$ cat src/rtl/core/sha1_pkg.sv
// ----------------------------------------------------------------------------
// sha1_pkg
// shared constants and controller/datapath command and status types
// ----------------------------------------------------------------------------
package sha1_pkg;

   localparam logic [31:0] IV0 = 32'h67452301;
   localparam logic [31:0] IV1 = 32'hEFCDAB89;
   localparam logic [31:0] IV2 = 32'h98BADCFE;
   localparam logic [31:0] IV3 = 32'h10325476;
   localparam logic [31:0] IV4 = 32'hC3D2E1F0;

   localparam logic [31:0] K0 = 32'h5A827999;
   localparam logic [31:0] K1 = 32'h6ED9EBA1;
   localparam logic [31:0] K2 = 32'h8F1BBCDC;
   localparam logic [31:0] K3 = 32'hCA62C1D6;

   localparam logic [7:0] PAD_BYTE = 8'h80;

   localparam logic [5:0] LENGTH_POS = 6'd56;
   localparam logic [5:0] LAST_POS   = 6'd63;
   localparam logic [6:0] LAST_ROUND = 7'd79;
   localparam logic [2:0] LAST_WORD  = 3'd4;

   // byte source codes
   localparam logic [1:0] SRC_DATA = 2'd0;
   localparam logic [1:0] SRC_PAD  = 2'd1;
   localparam logic [1:0] SRC_ZERO = 2'd2;
   localparam logic [1:0] SRC_LEN  = 2'd3;

   // round function codes
   localparam logic [1:0] FN_CH     = 2'd0;
   localparam logic [1:0] FN_PARITY = 2'd1;
   localparam logic [1:0] FN_MAJ    = 2'd2;
   localparam logic [1:0] FN_PAR2   = 2'd3;

   typedef struct packed {
      logic       put_byte;
      logic [1:0] byte_src;
      logic       count_bits;
      logic       load_work;
      logic       round_en;
      logic [1:0] round_fn;
      logic       add_chain;
      logic       reload;
      logic [2:0] out_sel;
   } cmd_type;

   typedef struct packed {
      logic pos_last;
      logic pos_length;
   } status_type;

endpackage

$ cat src/rtl/core/sha1_ctrl.sv
// ----------------------------------------------------------------------------
// sha1_ctrl
// sequencer for byte intake, padding, the 80 rounds and digest readout
// ----------------------------------------------------------------------------
module sha1_ctrl import sha1_pkg::*; (
   input  logic       clock,
   input  logic       reset,
   input  logic       req_valid,
   output logic       req_ready,
   input  logic       req_byte_valid,
   input  logic       req_last,
   output logic       rsp_valid,
   input  logic       rsp_ready,
   output logic [2:0] rsp_word_index,
   output logic       rsp_last_word,
   output cmd_type    cmd,
   input  status_type status
);

   localparam logic [2:0] S_IDLE  = 3'd0;
   localparam logic [2:0] S_PAD   = 3'd1;
   localparam logic [2:0] S_ROUND = 3'd2;
   localparam logic [2:0] S_FINAL = 3'd3;
   localparam logic [2:0] S_OUT   = 3'd4;

   logic [2:0] state_ff, state_in;
   logic [6:0] round_ff, round_in;
   logic [2:0] word_ff, word_in;
   logic       pad80_ff, pad80_in;
   logic       len_phase_ff, len_phase_in;
   logic       resume_pad_ff, resume_pad_in;
   logic       final_blk_ff, final_blk_in;
   logic       req_fire;

   assign req_fire       = req_valid && req_ready;
   assign rsp_word_index = word_ff;
   assign rsp_last_word  = (word_ff == LAST_WORD);

   always_comb begin
      state_in      = state_ff;
      round_in      = round_ff;
      word_in       = word_ff;
      pad80_in      = pad80_ff;
      len_phase_in  = len_phase_ff;
      resume_pad_in = resume_pad_ff;
      final_blk_in  = final_blk_ff;
      req_ready     = 1'b0;
      rsp_valid     = 1'b0;
      cmd           = '0;
      cmd.out_sel   = word_ff;
      case (state_ff)
         S_IDLE: begin
            req_ready = 1'b1;
            if (req_fire) begin
               cmd.put_byte   = req_byte_valid;
               cmd.byte_src   = SRC_DATA;
               cmd.count_bits = req_byte_valid;
               pad80_in       = 1'b0;
               len_phase_in   = 1'b0;
               final_blk_in   = 1'b0;
               if (req_byte_valid && status.pos_last) begin
                  cmd.load_work = 1'b1;
                  round_in      = '0;
                  resume_pad_in = req_last;
                  state_in      = S_ROUND;
               end else if (req_last) begin
                  state_in = S_PAD;
               end
            end
         end
         S_PAD: begin
            cmd.put_byte = 1'b1;
            if (!pad80_ff) begin
               cmd.byte_src = SRC_PAD;
            end else if (len_phase_ff || status.pos_length) begin
               cmd.byte_src = SRC_LEN;
            end else begin
               cmd.byte_src = SRC_ZERO;
            end
            pad80_in = 1'b1;
            if (pad80_ff && status.pos_length) begin
               len_phase_in = 1'b1;
            end
            if (status.pos_last) begin
               cmd.load_work = 1'b1;
               round_in      = '0;
               resume_pad_in = 1'b1;
               final_blk_in  = (cmd.byte_src == SRC_LEN);
               state_in      = S_ROUND;
            end
         end
         S_ROUND: begin
            cmd.round_en = 1'b1;
            if (round_ff < 7'd20) begin
               cmd.round_fn = FN_CH;
            end else if (round_ff < 7'd40) begin
               cmd.round_fn = FN_PARITY;
            end else if (round_ff < 7'd60) begin
               cmd.round_fn = FN_MAJ;
            end else begin
               cmd.round_fn = FN_PAR2;
            end
            if (round_ff == LAST_ROUND) begin
               round_in = '0;
               state_in = S_FINAL;
            end else begin
               round_in = round_ff + 7'd1;
            end
         end
         S_FINAL: begin
            cmd.add_chain = 1'b1;
            if (final_blk_ff) begin
               word_in  = '0;
               state_in = S_OUT;
            end else if (resume_pad_ff) begin
               state_in = S_PAD;
            end else begin
               state_in = S_IDLE;
            end
         end
         S_OUT: begin
            rsp_valid = 1'b1;
            if (rsp_ready) begin
               if (word_ff == LAST_WORD) begin
                  cmd.reload   = 1'b1;
                  word_in      = '0;
                  final_blk_in = 1'b0;
                  state_in     = S_IDLE;
               end else begin
                  word_in = word_ff + 3'd1;
               end
            end
         end
         default: begin
            state_in = S_IDLE;
         end
      endcase
   end

   always_ff @(posedge clock) begin
      if (reset) begin
         state_ff      <= S_IDLE;
         round_ff      <= '0;
         word_ff       <= '0;
         pad80_ff      <= 1'b0;
         len_phase_ff  <= 1'b0;
         resume_pad_ff <= 1'b0;
         final_blk_ff  <= 1'b0;
      end else begin
         state_ff      <= state_in;
         round_ff      <= round_in;
         word_ff       <= word_in;
         pad80_ff      <= pad80_in;
         len_phase_ff  <= len_phase_in;
         resume_pad_ff <= resume_pad_in;
         final_blk_ff  <= final_blk_in;
      end
   end

endmodule

$ cat src/rtl/core/sha1_datapath.sv
// ----------------------------------------------------------------------------
// sha1_datapath
// block shift line with rolling schedule, round unit, chaining state, counters
// ----------------------------------------------------------------------------
module sha1_datapath import sha1_pkg::*; (
   input  logic        clock,
   input  logic        reset,
   input  logic [7:0]  data_byte,
   input  cmd_type     cmd,
   output status_type  status,
   output logic [31:0] digest_word
);

   logic [511:0] blk_ff, blk_in;
   logic [31:0]  chain_ff [5];
   logic [31:0]  chain_in [5];
   logic [31:0]  work_ff [5];
   logic [31:0]  work_in [5];
   logic [63:0]  bitlen_ff, bitlen_in;
   logic [5:0]   pos_ff, pos_in;
   logic [7:0]   byte_val;
   logic [2:0]   len_sel;
   logic [31:0]  w_cur, w_new, f_val, k_val, t_val;

   function automatic logic [31:0] rol(input logic [31:0] v, input int s);
      rol = (v << s) | (v >> (32 - s));
   endfunction

   assign status.pos_last   = (pos_ff == LAST_POS);
   assign status.pos_length = (pos_ff == LENGTH_POS);

   assign len_sel = ~pos_ff[2:0];

   always_comb begin
      case (cmd.byte_src)
         SRC_DATA: byte_val = data_byte;
         SRC_PAD:  byte_val = PAD_BYTE;
         SRC_ZERO: byte_val = 8'h00;
         SRC_LEN:  byte_val = bitlen_ff[{len_sel, 3'b000} +: 8];
         default:  byte_val = 8'h00;
      endcase
   end

   // schedule taps: word i of the line is w[t+i]
   assign w_cur = blk_ff[511:480];
   assign w_new = rol(blk_ff[95:64] ^ blk_ff[255:224] ^ blk_ff[447:416] ^ blk_ff[511:480], 1);

   always_comb begin
      case (cmd.round_fn)
         FN_CH: begin
            f_val = (work_ff[1] & work_ff[2]) | (~work_ff[1] & work_ff[3]);
            k_val = K0;
         end
         FN_PARITY: begin
            f_val = work_ff[1] ^ work_ff[2] ^ work_ff[3];
            k_val = K1;
         end
         FN_MAJ: begin
            f_val = (work_ff[1] & work_ff[2]) | (work_ff[1] & work_ff[3])
                  | (work_ff[2] & work_ff[3]);
            k_val = K2;
         end
         FN_PAR2: begin
            f_val = work_ff[1] ^ work_ff[2] ^ work_ff[3];
            k_val = K3;
         end
         default: begin
            f_val = work_ff[1] ^ work_ff[2] ^ work_ff[3];
            k_val = K3;
         end
      endcase
   end

   assign t_val = rol(work_ff[0], 5) + f_val + work_ff[4] + k_val + w_cur;

   always_comb begin
      blk_in    = blk_ff;
      bitlen_in = bitlen_ff;
      pos_in    = pos_ff;
      for (int i = 0; i < 5; i++) begin
         work_in[i]  = work_ff[i];
         chain_in[i] = chain_ff[i];
      end
      if (cmd.put_byte) begin
         blk_in = {blk_ff[503:0], byte_val};
         pos_in = pos_ff + 6'd1;
      end
      if (cmd.count_bits) begin
         bitlen_in = bitlen_ff + 64'd8;
      end
      if (cmd.load_work) begin
         for (int i = 0; i < 5; i++) begin
            work_in[i] = chain_ff[i];
         end
      end
      if (cmd.round_en) begin
         blk_in     = {blk_ff[479:0], w_new};
         work_in[0] = t_val;
         work_in[1] = work_ff[0];
         work_in[2] = rol(work_ff[1], 30);
         work_in[3] = work_ff[2];
         work_in[4] = work_ff[3];
      end
      if (cmd.add_chain) begin
         for (int i = 0; i < 5; i++) begin
            chain_in[i] = chain_ff[i] + work_ff[i];
         end
      end
      if (cmd.reload) begin
         chain_in[0] = IV0;
         chain_in[1] = IV1;
         chain_in[2] = IV2;
         chain_in[3] = IV3;
         chain_in[4] = IV4;
         bitlen_in   = '0;
         pos_in      = '0;
      end
   end

   always_comb begin
      case (cmd.out_sel)
         3'd0:    digest_word = chain_ff[0];
         3'd1:    digest_word = chain_ff[1];
         3'd2:    digest_word = chain_ff[2];
         3'd3:    digest_word = chain_ff[3];
         3'd4:    digest_word = chain_ff[4];
         default: digest_word = chain_ff[4];
      endcase
   end

   always_ff @(posedge clock) begin
      blk_ff <= blk_in;
      for (int i = 0; i < 5; i++) begin
         work_ff[i] <= work_in[i];
      end
      if (reset) begin
         chain_ff[0] <= IV0;
         chain_ff[1] <= IV1;
         chain_ff[2] <= IV2;
         chain_ff[3] <= IV3;
         chain_ff[4] <= IV4;
         bitlen_ff   <= '0;
         pos_ff      <= '0;
      end else begin
         for (int i = 0; i < 5; i++) begin
            chain_ff[i] <= chain_in[i];
         end
         bitlen_ff <= bitlen_in;
         pos_ff    <= pos_in;
      end
   end

endmodule

$ cat src/rtl/core/sha1_message_hasher.sv
// ----------------------------------------------------------------------------
// sha1_message_hasher
// byte-serial sha-1: packs bytes, compresses 64-byte blocks, pads, emits digest
// ----------------------------------------------------------------------------
// a byte item is taken while the sequencer is idle; the item holding the 64th
// byte of a block then runs the 80 rounds on the shared round unit and the chaining add
// a last item then shifts in the padding bytes and compresses each padded block,
// up to two padded blocks, then five digest items at one per cycle while rsp_ready is high
// no item is taken while the digest is read out
// synchronous reset loads the initial chaining values and clears all counters
module sha1_message_hasher import sha1_pkg::*; (
   input  logic        clock,
   input  logic        reset,
   input  logic        req_valid,
   output logic        req_ready,
   input  logic [7:0]  req_data_byte,
   input  logic        req_byte_valid,
   input  logic        req_last,
   output logic        rsp_valid,
   input  logic        rsp_ready,
   output logic [31:0] rsp_digest_word,
   output logic [2:0]  rsp_word_index,
   output logic        rsp_last_word
);

   cmd_type    cmd;
   status_type status;

   sha1_ctrl u_ctrl (
      .clock          (clock),
      .reset          (reset),
      .req_valid      (req_valid),
      .req_ready      (req_ready),
      .req_byte_valid (req_byte_valid),
      .req_last       (req_last),
      .rsp_valid      (rsp_valid),
      .rsp_ready      (rsp_ready),
      .rsp_word_index (rsp_word_index),
      .rsp_last_word  (rsp_last_word),
      .cmd            (cmd),
      .status         (status)
   );

   sha1_datapath u_datapath (
      .clock       (clock),
      .reset       (reset),
      .data_byte   (req_data_byte),
      .cmd         (cmd),
      .status      (status),
      .digest_word (rsp_digest_word)
   );

endmodule

$ cat config.mk
export PLATFORM = sky130hd
export DESIGN_NAME = sha1_message_hasher
export DESIGN_NICKNAME = d
export VERILOG_FILES = /design/src/rtl/core/sha1_pkg.sv /design/src/rtl/core/sha1_ctrl.sv /design/src/rtl/core/sha1_datapath.sv /design/src/rtl/core/sha1_message_hasher.sv
export SDC_FILE = /design/constraint.sdc
export NUM_CORES = 2
export LEC_CHECK = 0
export BUFFER_PORTS_ARGS = -buffer_cell sky130_fd_sc_hd__buf_4
export CAP_MARGIN = 25
export CORE_MARGIN = 5
export CORE_UTILIZATION = 45
export DETAILED_ROUTE_END_ITERATION = 8
export MAX_ROUTING_LAYER = met4
export SLEW_MARGIN = 25
export SYNTH_ARGS = -nofsm -noshare
export SYNTH_HDL_FRONTEND = slang
export SYNTH_HIERARCHICAL = 1
export SYNTH_SLANG_ARGS = --single-unit
$ cat constraint.sdc
create_clock -name clock -period 11.8 [get_ports clock]
set_input_delay 2.36 -clock clock [delete_from_list [all_inputs] [get_ports clock]]
set_output_delay 2.36 -clock clock [all_outputs]
set_load 0.01 [all_outputs]
==> impl_metrics.py <==
metrics = {
    "floorplanning": {
        "dieArea_sq_um": 125000,
        "io_pins": 52,
        "core_area_sq_um": 117000,
        "die_h_um": 353,
        "start_util": 0.454,
        "num_rows": 125,
        "die_x_um": 353,
    },
    "place": {
        "place_congestion": 0.934,
        "pre_cts_ws_ns": 3.96,
        "placed_cell_area_sq_um": 54800,
        "io_buffers": 51,
        "dp_hpwl_um": 94100,
        "placed_cells": 5890,
    },
    "timing": {
        "slew_headroom": 0.288,
        "tightest_slew_ns": 1.06,
        "drv_slew": 0,
        "post-route-min-period_ns": 7.96,
        "fmax_mhz": 126,
        "fin_ws_ns": 3.84,
        "fin_skew_ns": 0.0507,
        "final_hold_viol_count": 0,
        "tns_ns": 0,
        "rsz0062_at_grt": "false",
        "setup_viol": 0,
        "final.period_utilization": 0.675,
        "whs_ns": 0.459,
    },
    "critical_path": {
        "reg2reg_from": "u_ctrl/state_ff[0]$_SDFFE_PP0P_",
        "cp-start-kind": "flip-flop",
        "crit_type": "reg2reg",
        "end_kind": "flip-flop",
        "reg2reg_setup_slack_ns": 3.84,
        "rr_endpoint": "u_datapath/work_ff[0][29]$_DFFE_PP_",
        "worst-endpoint-required_ns": 12.24,
        "cp_data_arrival_time_ns": 8.40,
        "critPathMaxStageDelay_ns": 0.83,
        "cp_max_fo": 39,
        "slowest_stage": "o311ai_0",
        "cp_cell_sequence": "or3b_2 > a21oi_1 > inv_1 > ha_1 > buf_4 > inv_1 > o21ai_0 > fa_1 > fa_1 > fa_1 > inv_1 > ha_1 > inv_1 > fa_1 > nor2b_1 > o21ai_1 > a21boi_1 > o311ai_0 > a21oi_1 > o21ai_1 > o211ai_1 > a31oi_1 > xnor2_1 > mux2_2",
        "ff2ff_path_depth": 24,
    },
    "run": {
        "maxCapViolCount": 0,
    },
    "clock_network": {
        "cts_root_buf": "clkbuf_16",
        "cts_resized": 0,
        "cts_hold_buf": 0,
        "clkSinkCount": 916,
        "clockBufferDepth": 3,
        "cts_tree": "built",
        "cts_buffers": 102,
        "h-tree-depth": 3,
        "clk_pin_slew_worst_paths_ns": 0.06,
        "cts_setup_buffers": 0,
        "clk_latency_ns": 0.71,
    },
    "final_layout": {
        "fin_util": 0.498,
        "seq_area_sq_um": 25100,
        "syn_to_final_growth_pct": 9.74,
        "antenna_cells": 0,
        "nNetsFinal": 4812,
        "fin_area_sq_um": 58100,
        "final_cells": 6082,
        "multi_input_area_sq_um": 26100,
        "final_layout_size_suffix_gt1_frac": 0.218,
        "nFillCells": 10245,
    },
    "global_route": {
        "grt.total_usage": 0.214,
        "grt_max_degree": 183,
        "overflow": 0,
        "grt_pass1_vias": 33773,
        "antenna_found_initial": 3,
        "grt_pass1_wl_um": 204000,
    },
    "synth": {
        "yosysTopAreaCell": "edfxtp_1",
        "synth_edf_count": 672,
        "synthCells": 4473,
        "ys_ff_latch": 916,
        "syn_area_sq_um": 52900,
        "synth_fp_nets": 4815,
        "ys_async_sr_fraction": 0,
        "synth_ff_type": "edfxtp_1",
        "ys_seq_area_frac": 0.474,
        "yosysTopAreaCellShare": 0.381,
        "avgSynthCellArea_sq_um": 11.8,
        "yosysUniqueCellTypes": 97,
        "yosysWarnings": 6,
        "synthTopCellsByArea": "edfxtp_1 38%, mux2_2 14%, dfxtp_1 9.2%",
    },
    "routing": {
        "dr_total_vias": 34380,
        "drt_iter0_markers": 2774,
        "routedWlPerCell_um": 21.8,
        "post_drt_via_cell_ratio": 5.65,
        "wl_um": 132000,
        "dr.pass1.iters": 6,
        "final_antenna_net_count": 0,
        "drc_errors": 0,
    },
    "hold_path": {
        "hold_class": "reg2reg",
        "hp-start": "u_ctrl/len_phase_ff$_SDFFE_PP0P_",
        "min_to": "u_ctrl/len_phase_ff$_SDFFE_PP0P_",
        "min_delay_path_depth": 2,
    },
    "status": {
        "status": "completed",
    },
    "power": {
        "vdd_drop_max_mv": 0.111,
        "power.total_mw": 7.23,
        "p_leak_nw": 21.0,
        "power_density_nw_per_um2": 125,
    },
}
==> sequential cells by signal, summed over array words and instances, names as in the netlist <==
signal                 count
u_ctrl/rsp_word_index      3
u_datapath/work_ff       160
u_ctrl/len_phase_ff        1
u_datapath/chain_ff      160
u_ctrl/pad80_ff            1
u_ctrl/final_blk_ff        1
u_ctrl/state_ff            3
u_datapath/pos_ff          6
u_ctrl/round_ff            7
u_datapath/blk_ff        512
u_ctrl/resume_pad_ff       1
u_datapath/bitlen_ff      61
==> how the worst max path moves through the flow <==
| stage | from | slack, ns | end | cells after the start |
|---|---|---|---|---|
| after floorplan | req_valid | 2.31 | u_datapath/blk_ff[0]$_DFFE_PP_ | 3 |
| after global placement | u_ctrl/state_ff[0]$_SDFFE_PP0P_ | 4.04 | u_datapath/work_ff[0][29]$_DFFE_PP_ | 24 |
| after detailed placement | u_ctrl/state_ff[0]$_SDFFE_PP0P_ | 3.96 | u_datapath/work_ff[0][29]$_DFFE_PP_ | 24 |
| after CTS | u_ctrl/state_ff[0]$_SDFFE_PP0P_ | 3.92 | u_datapath/work_ff[0][29]$_DFFE_PP_ | 24 |
| after global routing | u_ctrl/state_ff[0]$_SDFFE_PP0P_ | 3.25 | u_datapath/work_ff[0][29]$_DFFE_PP_ | 24 |
| final | u_ctrl/state_ff[0]$_SDFFE_PP0P_ | 3.84 | u_datapath/work_ff[0][29]$_DFFE_PP_ | 24 |
==> power by group <==
part | internal [mW] | switching (mW)
combinational | 0.161 | 0.186
clock | 1.76 | 1.36
sequential | 3.67 | 0.0971
==> Yosys cell counts, types with 5 or more instances <==
| library cell | n |
|---|---|
| o22ai_1 | 6 |
| buf_4 | 8 |
| buf_1 | 19 |
| and2_1 | 12 |
| o21a_1 | 32 |
| a21o_1 | 86 |
| a21oi_1 | 253 |
| inv_1 | 261 |
| a221oi_1 | 9 |
| mux4_2 | 41 |
| a221o_1 | 32 |
| nor3b_1 | 6 |
| nand3_1 | 54 |
| a311o_1 | 6 |
| dfxtp_1 | 244 |
| fa_1 | 125 |
| o31ai_1 | 19 |
| nand3b_1 | 6 |
| and4_1 | 9 |
| edfxtp_1 | 672 |
| o21bai_1 | 19 |
| and3_1 | 39 |
| mux2_2 | 675 |
| nor2_1 | 273 |
| mux2i_1 | 53 |
| o21ai_0 | 247 |
| a211oi_1 | 31 |
| o211ai_1 | 18 |
| nor3_1 | 42 |
| clkbuf_1 | 158 |
| xor2_1 | 107 |
| nand4_1 | 26 |
| a21oi_2 | 6 |
| or2_2 | 8 |
| nand2_1 | 263 |
| xnor2_1 | 201 |
| a31oi_1 | 16 |
| ha_1 | 203 |
| or3_1 | 25 |
| a41oi_1 | 5 |
| nand2b_1 | 26 |
| nor2b_1 | 36 |
==> layout by cell type (no fill, tap or decap), drive strengths merged, types with 21 or more instances in the layout <==
cell,instances
a211oi,31
a21o,88
a21oi,259
a221o,32
and3,39
buf,82
clkbuf,140
clkinv,40
dfxtp,244
edfxtp,672
fa,125
ha,203
inv,264
mux2,676
mux2i,53
mux4,41
nand2,263
nand2b,26
nand3,54
nand4,26
nor2,273
nor2b,37
nor3,42
o21a,32
o21ai,253
o31ai,21
or3,26
xnor2,201
xor2,107
==> kinds of logic after synthesis <==
logic type | Yosys count | share of synthesized area
flip-flops | 916 | 0.474
XOR/XNOR | 308 | 0.0510
AND/OR/NAND/NOR | 847 | 0.0743
buffers and inverters | 451 | 0.0328
adder cells (fa/ha/maj) | 329 | 0.0955
multiplexers | 770 | 0.171
AO/OA/AOI/OAI | 852 | 0.101
==> final cells by class <==
| class | count | area share |
|---|---|---|
| inverter | 262 | 0.0171 |
| clock inverter | 52 | 0.00842 |
| sequential | 916 | 0.432 |
| clock buffer | 140 | 0.0482 |
| tap | 1524 | 0.0328 |
| multi-input combinational | 3106 | 0.450 |
| timing repair buffer | 82 | 0.0117 |
==> worst max-delay path, delay by kind of cell, from the launching register on <==
kind / cells / cell delay, ns
AO/OA/AOI/OAI: 9 / 2.78
adder cells (fa/ha/maj): 6 / 2.14
AND/OR/NAND/NOR: 2 / 0.70
flip-flops: 1 / 0.46
XOR/XNOR: 1 / 0.08
multiplexers: 1 / 0.26
buffers and inverters: 5 / 1.23
==> routing by layer <==
metal	vias up	track usage	wire [um]
met1	17015	0.293	60900
met2	775	0.331	60600
li1	16367	-	-
met3	223	0.0314	6340
met5	-	-	0
met4	0	0.0675	4650
No activity file was read; power rests on OpenSTA's default activity.
